### config.mk
export PLATFORM = sky130hd
export DESIGN_NAME = icy_metadata_deframer_top
export DESIGN_NICKNAME = d
export VERILOG_FILES = /design/src/icy_md_pkg.sv /design/src/icy_metadata_deframer_top.sv /design/src/icy_md_frame.sv /design/src/icy_md_scan.sv
export SDC_FILE = /design/constraint.sdc
export NUM_CORES = 1
export LEC_CHECK = 0
export BUFFER_PORTS_ARGS = -buffer_cell sky130_fd_sc_hd__buf_2
export CAP_MARGIN = 25
export CELL_PAD_IN_SITES_DETAIL_PLACEMENT = 0
export CELL_PAD_IN_SITES_GLOBAL_PLACEMENT = 2
export CORE_ASPECT_RATIO = 1.5
export CORE_MARGIN = 2
export CORE_UTILIZATION = 36
export CTS_CLUSTER_SIZE = 14
export DETAILED_ROUTE_END_ITERATION = 12
export PLACE_DENSITY = 0.79
export SLEW_MARGIN = 20
export SYNTH_ARGS = -nofsm -noshare
export SYNTH_HDL_FRONTEND = slang
export SYNTH_SLANG_ARGS = --single-unit
### constraint.sdc
create_clock -name clk -period 5.9 [get_ports clk]
set_input_delay 0.295 -clock clk [delete_from_list [all_inputs] [get_ports clk]]
set_output_delay 0.295 -clock clk [all_outputs]
set_load 0.02 [all_outputs]
### src/icy_md_pkg.sv
// Shared types, constants and tables of the ICY metadata deframer.
package icy_md_pkg;

  localparam int INTERVAL_BITS = 24;
  localparam int LEN_UNIT      = 16;
  localparam int POS_BITS      = 12;

  localparam logic [POS_BITS-1:0] PREFIX_LEN  = POS_BITS'(13);
  localparam logic [POS_BITS-1:0] TAG_MIN_LEN = POS_BITS'(14);

  localparam logic [1:0] KIND_AUDIO   = 2'd0;
  localparam logic [1:0] KIND_LEN     = 2'd1;
  localparam logic [1:0] KIND_CONTENT = 2'd2;

  // register index, taken from word address bit 2
  localparam logic REG_INTERVAL = 1'b0;

  localparam logic [7:0] CH_NUL   = 8'h00;
  localparam logic [7:0] CH_SPACE = 8'h20;
  localparam logic [7:0] CH_QUOTE = 8'h27;
  localparam logic [7:0] CH_DASH  = 8'h2d;
  localparam logic [7:0] CH_SEMI  = 8'h3b;

  typedef struct packed {
    logic                enable;
    logic                clear;
    logic                last;
    logic                len_ok;
    logic [POS_BITS-1:0] pos;
  } scan_ctl_t;

  typedef struct packed {
    logic                title_tag;
    logic                end_found;
    logic                dash_found;
    logic [POS_BITS-1:0] artist_stop;
    logic [POS_BITS-1:0] title_begin;
    logic [POS_BITS-1:0] title_stop;
  } report_t;

  // Lower-case text of "StreamTitle='".
  function automatic logic [7:0] tag_char(input logic [3:0] idx);
    logic [7:0] c;
    case (idx)
      4'd0:    c = 8'h73;
      4'd1:    c = 8'h74;
      4'd2:    c = 8'h72;
      4'd3:    c = 8'h65;
      4'd4:    c = 8'h61;
      4'd5:    c = 8'h6d;
      4'd6:    c = 8'h74;
      4'd7:    c = 8'h69;
      4'd8:    c = 8'h74;
      4'd9:    c = 8'h6c;
      4'd10:   c = 8'h65;
      4'd11:   c = 8'h3d;
      4'd12:   c = 8'h27;
      default: c = 8'hff;
    endcase
    return c;
  endfunction

endpackage

### src/icy_metadata_deframer_top.sv
// Top level of the ICY metadata deframer: config register, framing, scan, result register.
// The result of a byte is registered and shows on the output in the cycle after its transaction.
// Throughput: one byte per cycle; in_stall rises only while a held result is stalled.
// The framing counters update with every taken byte; the title scanner with each taken length or content byte.
// Reset (rst, synchronous): interval register 0, audio phase, scanner cleared, output empty.
// A write to the interval register restarts framing in the audio phase with the new value.
module icy_metadata_deframer_top import icy_md_pkg::*; (
  input  logic                clk,
  input  logic                rst,
  input  logic                psel,
  input  logic                penable,
  input  logic                pwrite,
  input  logic [2:0]          paddr,
  input  logic [31:0]         pwdata,
  output logic [31:0]         prdata,
  output logic                pready,
  input  logic                in_valid,
  output logic                in_stall,
  input  logic [7:0]          stream_byte,
  output logic                out_valid,
  input  logic                out_stall,
  output logic [7:0]          out_byte,
  output logic [1:0]          byte_kind,
  output logic [POS_BITS-1:0] block_pos,
  output logic                block_end,
  output logic                title_tag,
  output logic                end_found,
  output logic                dash_found,
  output logic [POS_BITS-1:0] artist_stop,
  output logic [POS_BITS-1:0] title_begin,
  output logic [POS_BITS-1:0] title_stop
);

  logic [INTERVAL_BITS-1:0] audio_interval;
  logic                     cfg_wr;
  logic                     take;
  scan_ctl_t                ctl;
  report_t                  rpt;
  logic [1:0]               kind_c;
  logic [POS_BITS-1:0]      pos_c;
  logic                     bend_c;

  assign pready   = 1'b1;
  assign cfg_wr   = psel && penable && pwrite && pready && paddr[2] == REG_INTERVAL;
  assign prdata   = (paddr[2] == REG_INTERVAL) ? 32'(audio_interval) : '0;
  assign in_stall = out_valid && out_stall;
  assign take     = in_valid && !in_stall;

  always_ff @(posedge clk) begin
    if (rst) begin
      audio_interval <= '0;
    end else if (cfg_wr) begin
      audio_interval <= pwdata[INTERVAL_BITS-1:0];
    end
  end

  icy_md_frame u_frame (
    .clk          (clk),
    .rst          (rst),
    .take         (take),
    .cfg_wr       (cfg_wr),
    .cfg_interval (pwdata[INTERVAL_BITS-1:0]),
    .interval     (audio_interval),
    .stream_byte  (stream_byte),
    .byte_kind    (kind_c),
    .block_pos    (pos_c),
    .block_end    (bend_c),
    .ctl          (ctl)
  );

  icy_md_scan u_scan (
    .clk         (clk),
    .rst         (rst),
    .take        (take),
    .cfg_wr      (cfg_wr),
    .stream_byte (stream_byte),
    .ctl         (ctl),
    .rpt         (rpt)
  );

  always_ff @(posedge clk) begin
    if (rst) begin
      out_valid <= 1'b0;
    end else if (take) begin
      out_valid <= 1'b1;
    end else if (!out_stall) begin
      out_valid <= 1'b0;
    end
  end

  always_ff @(posedge clk) begin
    if (take) begin
      out_byte    <= stream_byte;
      byte_kind   <= kind_c;
      block_pos   <= pos_c;
      block_end   <= bend_c;
      title_tag   <= rpt.title_tag;
      end_found   <= rpt.end_found;
      dash_found  <= rpt.dash_found;
      artist_stop <= rpt.artist_stop;
      title_begin <= rpt.title_begin;
      title_stop  <= rpt.title_stop;
    end
  end

endmodule

### src/icy_md_frame.sv
// Framing counters: audio run, length byte and metadata block position.
module icy_md_frame import icy_md_pkg::*; (
  input  logic                     clk,
  input  logic                     rst,
  input  logic                     take,
  input  logic                     cfg_wr,
  input  logic [INTERVAL_BITS-1:0] cfg_interval,
  input  logic [INTERVAL_BITS-1:0] interval,
  input  logic [7:0]               stream_byte,
  output logic [1:0]               byte_kind,
  output logic [POS_BITS-1:0]      block_pos,
  output logic                     block_end,
  output scan_ctl_t                ctl
);

  localparam logic PH_AUDIO   = 1'b0;
  localparam logic PH_CONTENT = 1'b1;

  logic                     phase, phase_next;
  logic [INTERVAL_BITS-1:0] audio_left, audio_left_next;
  logic [POS_BITS-1:0]      content_left, content_left_next;
  logic [POS_BITS-1:0]      content_pos, content_pos_next;
  logic [POS_BITS-1:0]      block_length, block_length_next;
  logic [POS_BITS-1:0]      new_length;

  assign new_length = POS_BITS'({{(POS_BITS-8){1'b0}}, stream_byte} * POS_BITS'(LEN_UNIT));

  always_comb begin
    phase_next        = phase;
    audio_left_next   = audio_left;
    content_left_next = content_left;
    content_pos_next  = content_pos;
    block_length_next = block_length;
    byte_kind         = KIND_AUDIO;
    block_pos         = '0;
    block_end         = 1'b0;
    ctl               = '0;
    ctl.pos           = content_pos;
    ctl.len_ok        = block_length > TAG_MIN_LEN;
    unique case (phase)
      PH_CONTENT: begin
        byte_kind         = KIND_CONTENT;
        block_pos         = content_pos;
        ctl.enable        = 1'b1;
        content_pos_next  = content_pos + POS_BITS'(1);
        content_left_next = content_left - POS_BITS'(1);
        if (content_left == POS_BITS'(1)) begin
          ctl.last        = 1'b1;
          block_end       = 1'b1;
          phase_next      = PH_AUDIO;
          audio_left_next = interval;
        end
      end
      default: begin
        if (interval == '0 || audio_left != '0) begin
          if (audio_left != '0) begin
            audio_left_next = audio_left - INTERVAL_BITS'(1);
          end
        end else begin
          byte_kind         = KIND_LEN;
          ctl.clear         = 1'b1;
          content_pos_next  = '0;
          block_length_next = new_length;
          if (new_length == '0) begin
            block_end         = 1'b1;
            content_left_next = '0;
            audio_left_next   = interval;
          end else begin
            content_left_next = new_length;
            phase_next        = PH_CONTENT;
          end
        end
      end
    endcase
  end

  always_ff @(posedge clk) begin
    if (rst) begin
      phase        <= PH_AUDIO;
      audio_left   <= '0;
      content_left <= '0;
      content_pos  <= '0;
      block_length <= '0;
    end else if (cfg_wr) begin
      phase        <= PH_AUDIO;
      audio_left   <= cfg_interval;
      content_left <= '0;
      content_pos  <= '0;
      block_length <= '0;
    end else if (take) begin
      phase        <= phase_next;
      audio_left   <= audio_left_next;
      content_left <= content_left_next;
      content_pos  <= content_pos_next;
      block_length <= block_length_next;
    end
  end

endmodule

### src/icy_md_scan.sv
// Title tag scanner: prefix check, separator and end mark search, block report.
module icy_md_scan import icy_md_pkg::*; (
  input  logic       clk,
  input  logic       rst,
  input  logic       take,
  input  logic       cfg_wr,
  input  logic [7:0] stream_byte,
  input  scan_ctl_t  ctl,
  output report_t    rpt
);

  logic                prefix_ok, prefix_ok_next;
  logic                mp_space, mp_space_next;
  logic                mp_spdash, mp_spdash_next;
  logic                mp_quote, mp_quote_next;
  logic [POS_BITS-1:0] dash_pos, dash_pos_next;
  logic [POS_BITS-1:0] qs_pos, qs_pos_next;
  logic [POS_BITS-1:0] fq_pos, fq_pos_next;
  logic                f_dash, f_dash_next;
  logic                f_qs, f_qs_next;
  logic                f_q, f_q_next;
  logic                nul_seen, nul_seen_next;
  logic [7:0]          lower;
  logic                char_ok;
  logic                end_found;
  logic [POS_BITS-1:0] end_pos;
  logic                dash_ok;

  assign lower   = (stream_byte >= 8'h41 && stream_byte <= 8'h5a) ?
                   (stream_byte | 8'h20) : stream_byte;
  assign char_ok = lower == tag_char(ctl.pos[3:0]);

  always_comb begin
    prefix_ok_next = prefix_ok;
    mp_space_next  = mp_space;
    mp_spdash_next = mp_spdash;
    mp_quote_next  = mp_quote;
    dash_pos_next  = dash_pos;
    qs_pos_next    = qs_pos;
    fq_pos_next    = fq_pos;
    f_dash_next    = f_dash;
    f_qs_next      = f_qs;
    f_q_next       = f_q;
    nul_seen_next  = nul_seen;
    if (ctl.pos < PREFIX_LEN) begin
      prefix_ok_next = (ctl.pos == '0) ? char_ok : (prefix_ok & char_ok);
    end else if (!nul_seen) begin
      if (stream_byte == CH_NUL) begin
        nul_seen_next  = 1'b1;
        mp_space_next  = 1'b0;
        mp_spdash_next = 1'b0;
        mp_quote_next  = 1'b0;
      end else begin
        if (stream_byte == CH_QUOTE && !f_q) begin
          fq_pos_next = ctl.pos;
          f_q_next    = 1'b1;
        end
        if (stream_byte == CH_SEMI && mp_quote && !f_qs) begin
          qs_pos_next = ctl.pos - POS_BITS'(1);
          f_qs_next   = 1'b1;
        end
        if (stream_byte == CH_SPACE && mp_spdash && !f_dash) begin
          dash_pos_next = ctl.pos - POS_BITS'(2);
          f_dash_next   = 1'b1;
        end
        mp_space_next  = stream_byte == CH_SPACE;
        mp_spdash_next = stream_byte == CH_DASH && mp_space;
        mp_quote_next  = stream_byte == CH_QUOTE;
      end
    end
  end

  // report is built from the state after the block's last byte
  assign end_found = f_qs_next | f_q_next;
  assign end_pos   = f_qs_next ? qs_pos_next : fq_pos_next;
  assign dash_ok   = f_dash_next && dash_pos_next < end_pos;

  always_comb begin
    rpt = '0;
    if (ctl.last && prefix_ok_next && ctl.len_ok) begin
      rpt.title_tag = 1'b1;
      if (end_found) begin
        rpt.end_found = 1'b1;
        if (dash_ok) begin
          rpt.dash_found  = 1'b1;
          rpt.artist_stop = dash_pos_next;
          rpt.title_begin = dash_pos_next + POS_BITS'(3);
          rpt.title_stop  = end_pos;
        end else begin
          rpt.artist_stop = end_pos;
        end
      end
    end
  end

  always_ff @(posedge clk) begin
    if (rst || cfg_wr || (take && ctl.clear)) begin
      prefix_ok <= 1'b0;
      mp_space  <= 1'b0;
      mp_spdash <= 1'b0;
      mp_quote  <= 1'b0;
      dash_pos  <= '0;
      qs_pos    <= '0;
      fq_pos    <= '0;
      f_dash    <= 1'b0;
      f_qs      <= 1'b0;
      f_q       <= 1'b0;
      nul_seen  <= 1'b0;
    end else if (take && ctl.enable) begin
      prefix_ok <= prefix_ok_next;
      mp_space  <= mp_space_next;
      mp_spdash <= mp_spdash_next;
      mp_quote  <= mp_quote_next;
      dash_pos  <= dash_pos_next;
      qs_pos    <= qs_pos_next;
      fq_pos    <= fq_pos_next;
      f_dash    <= f_dash_next;
      f_qs      <= f_qs_next;
      f_q       <= f_q_next;
      nul_seen  <= nul_seen_next;
    end
  end

endmodule

==> results.py <==
metrics = {
    "worst_setup_path": {
        "critical_path_arrival_ns": 5.58,
        "delay_of_the_slowest_cell_on_the_worst_path_ns": 0.45,
        "critical_path_cell_count": 17,
        "critical_path_buf_inv_count": 3,
        "path_max_fanout": 17,
        "worstRegToRegCells": 17,
        "crit_required_ns": 6.21,
        "setup.worst_path.class": "flip-flop to flip-flop",
        "worstSetupEndpointType": "flip-flop",
        "crit_path_top_delay_cell": "sky130_fd_sc_hd__dfxtp_1",
        "setup.worst_path.start": "u_frame.content_pos[1]",
        "worst_r2r_startpoint": "u_frame.content_pos[1]",
        "critPathTopFamily": "simple AND/OR/NAND/NOR gates",
        "cp_cell_sequence": "clkinv_1 > ha_1 > and3b_1 > o31a_1 > nand2_1 > buf_4 > mux2i_1 > mux2_2 > ha_1 > nand4_1 > nor2_1 > a221o_1 > nor4_1 > a31oi_2 > or2_2 > buf_4 > a21oi_1",
        "timing.critical_path.from_type": "flip-flop",
    },
    "cts": {
        "cts_tree": "built",
        "post-cts-setup-buffers": 0,
        "cts_hold_repair.buffers": 0,
        "clock_insertion_delay_worst_skew_ns": 0.45,
        "clock_path_buffers": 2,
        "ctsHtreeMaxLevel": 4,
        "clock-root-buffer": "sky130_fd_sc_hd__clkbuf_16",
        "clock-sinks": 195,
        "cts_resized": 0,
        "clk_pin_slew_worst_paths_ns": 0.07,
        "tritoncts.num_buffers": 17,
    },
    "synth": {
        "synth_enable_flop_cells": 62,
        "yosysWarnings": 0,
        "yosys-top-cells-area": "sky130_fd_sc_hd__dfxtp_1 (25%), sky130_fd_sc_hd__edfxtp_1 (17%), sky130_fd_sc_hd__nor2_1 (5.1%)",
        "yosys_register_bits": 195,
        "ys.flop_type": "sky130_fd_sc_hd__dfxtp_1",
        "synth_seq_area_share_pct": 41.7,
        "synthesis.instances": 1217,
        "async_reset_ff_share_pct": 0,
        "synth.top_cell.area_share_pct": 24.6,
        "synthesis.area_per_instance_sq_um": 8.91,
        "netlist-cell-type-count": 92,
        "syn_area_sq_um": 10800,
        "synth_top_area_cell": "sky130_fd_sc_hd__dfxtp_1",
    },
    "placed_design": {
        "place.detailed.hpwl_mm": 21.8,
        "io_buffers": 127,
        "finalWeightedCongestion": 0.805,
        "placed_cells": 1692,
        "placed_cell_area_sq_um": 11800,
    },
    "layout": {
        "layout-area-overhead-vs-synth_pct": 14.1,
        "drive_above_1_share_pct": 19.6,
        "antenna-diode-count": 0,
        "finish.net_count": 1389,
        "post-route-cell-area_sq_um": 12400,
        "layout_cells_excl_fill": 1724,
        "finalCoreUtilization_pct": 41.8,
    },
    "hold_path": {
        "worst_hold_path_cells": 2,
        "hp-class": "input pin to flip-flop",
        "holdCritStartpoint": "in_valid",
    },
    "pwr": {
        "p_total_w": 0.00296,
        "leakagePower_nw": 4.78,
        "vdd_drop_max_mv": 0.220,
        "power-per-cell-area_nw_per_um2": 239,
    },
    "global_routing": {
        "wire_length_of_the_first_global_routing_pass_mm": 48.3,
        "number_of_global_route_vias_before_repair": 8805,
        "grt_overflow": 0,
        "grt_start_max_net_pins": 68,
        "antenna_found_initial": 0,
        "grtUsageTotal_pct": 19.5,
    },
    "drt": {
        "detailedRoute.firstIterationViolations": 444,
        "dr.pass1.iters": 5,
        "total_wirelength_mm": 30.6,
        "vias_per_cell": 5.28,
        "vias": 9095,
        "route.detailed.drc": 0,
        "routedWlPerCell_um": 17.7,
        "antenna_left": 0,
    },
    "timing": {
        "worst_margin_pin_slew_ns": 0.987,
        "rsz0062_at_grt": "no",
        "timing_max_transition_violations_final": 0,
        "fin_setup_tns_ns": 0,
        "timing.final.crit_period_ns": 5.27,
        "final_report_hold_violation_count": 0,
        "slew_headroom_pct": 34.0,
        "clock_skew_ns": 0.0109,
        "max_freq_ghz": 0.190,
        "setup-violations-final": 0,
        "final_min_period_over_clock_period_pct": 89.3,
    },
    "floorplanning": {
        "core_area_sq_um": 29600,
        "dieArea_sq_um": 31600,
        "initial_utilization_pct": 36.7,
        "standard_cell_rows": 77,
        "die-height_um": 217,
        "design.portCount": 147,
        "fp.dieW_um": 146,
    },
    "outcome": {
        "run_status": "finished clean",
    },
    "job": {
        "max-cap-violations": 0,
    },
}
-- power by group --
group | switching (W) | total, W | internal (W)
sequential | 0.0000379 | 0.00147 | 0.00143
clock | 0.000520 | 0.00110 | 0.000576
combinational | 0.000251 | 0.000392 | 0.000141
total | 0.000808 | 0.00296 | 0.00215
-- state kept, by name, indices dropped and copies added, names as in the netlist, 2 cells and up, named ones only --
| name | cells |
|---|---|
| title_begin | 12 |
| u_scan.qs_pos | 12 |
| block_pos | 12 |
| audio_interval | 24 |
| u_scan.dash_pos | 12 |
| u_frame.content_left | 12 |
| u_frame.audio_left | 24 |
| out_byte | 8 |
| title_stop | 12 |
| u_frame.block_length | 8 |
| u_frame.content_pos | 12 |
| byte_kind | 2 |
| artist_stop | 12 |
| u_scan.fq_pos | 12 |
-- cells in the final DEF, fill, tap and decap left out, drive strengths merged, types with 32 or more instances in the layout --
| cell type | n |
|---|---|
| inv | 32 |
| xnor2 | 38 |
| dfxtp | 133 |
| edfxtp | 62 |
| o21ai | 36 |
| nand2 | 130 |
| mux2i | 36 |
| a21oi | 96 |
| buf | 162 |
| nor3 | 34 |
| nor2 | 169 |
-- Yosys cell counts (7+ instances only) --
cell type / n
sky130_fd_sc_hd__clkbuf_1: 56
sky130_fd_sc_hd__nand2_1: 130
sky130_fd_sc_hd__edfxtp_1: 62
sky130_fd_sc_hd__nand3_1: 21
sky130_fd_sc_hd__a22oi_1: 7
sky130_fd_sc_hd__xnor2_1: 38
sky130_fd_sc_hd__a31oi_1: 18
sky130_fd_sc_hd__nor4_1: 20
sky130_fd_sc_hd__xor2_1: 14
sky130_fd_sc_hd__nand4_1: 14
sky130_fd_sc_hd__buf_4: 13
sky130_fd_sc_hd__inv_1: 30
sky130_fd_sc_hd__a21oi_1: 92
sky130_fd_sc_hd__a21o_1: 8
sky130_fd_sc_hd__nand2b_1: 13
sky130_fd_sc_hd__and2_1: 17
sky130_fd_sc_hd__nor3_1: 31
sky130_fd_sc_hd__dfxtp_1: 133
sky130_fd_sc_hd__a211oi_1: 10
sky130_fd_sc_hd__nor2_4: 16
sky130_fd_sc_hd__o21a_1: 7
sky130_fd_sc_hd__mux2i_1: 36
sky130_fd_sc_hd__o21ai_0: 33
sky130_fd_sc_hd__nor2_1: 148
sky130_fd_sc_hd__buf_2: 9
sky130_fd_sc_hd__o211ai_1: 23
sky130_fd_sc_hd__ha_1: 23
sky130_fd_sc_hd__nor2b_1: 25
sky130_fd_sc_hd__mux2_2: 11
sky130_fd_sc_hd__a211o_1: 7
sky130_fd_sc_hd__a311oi_1: 12
-- stage by stage --
step	hold slack, ns	setup WS, ns
floorplan	0.394	1.50
global placement	0.444	0.601
detailed placement	0.449	0.565
CTS	0.0310	0.549
global route	0.0536	0.261
finish	0.0574	0.630
-- worst register-to-register path: cells and delay by family (launching register included) --
kind                       cells  cell delay [ns]
DFF                            1             0.45
AOI/OAI and AO/OA              4             0.86
buffers and inverters          3             0.97
muxes                          2             0.46
and+or+nand+nor                6             1.63
adders and majority gates      2             0.76
-- cell families (layout without fill, tap and decap cells) --
| kind of cell | count (synthesis) | in the layout | synth area share [%] |
|---|---|---|---|
| flops | 195 | 195 | 41.7 |
| xor+xnor | 52 | 52 | 4.20 |
| mux | 51 | 51 | 5.02 |
| buf+inv | 122 | 227 | 5.26 |
| fa+ha+maj | 23 | 23 | 2.65 |
| compound gates | 272 | 272 | 16.9 |
| other cells | 2 | 9 | 0.0692 |
| simple gates | 500 | 500 | 24.2 |
-- final timing paths --
check	to	slack [ns]
setup / recovery	title_begin[11]	0.63
hold / removal	out_valid	0.06
setup reg to reg	title_begin[11]	0.63
hold reg to reg	u_scan.dash_pos[11]	0.46
-- area by class of cell --
type | count | area, sq um
Fill cell | 2981 | 17200
Multi-Input combinational cell | 907 | 5810
Sequential cell | 195 | 4520
Timing Repair Buffer | 162 | 898
Tap cell | 395 | 494
Clock buffer | 21 | 440
Inverter | 33 | 124
Clock inverter | 11 | 90.1
-- routing by layer --
metal	up-vias	global-route usage, %	wire (um)
met3	42	2.91	866
li1	4539	-	-
met1	4333	21.5	12300
met2	181	36.9	16500
met5	-	0	0
met4	0	8.04	864
Power figures use the tool's default switching activity.
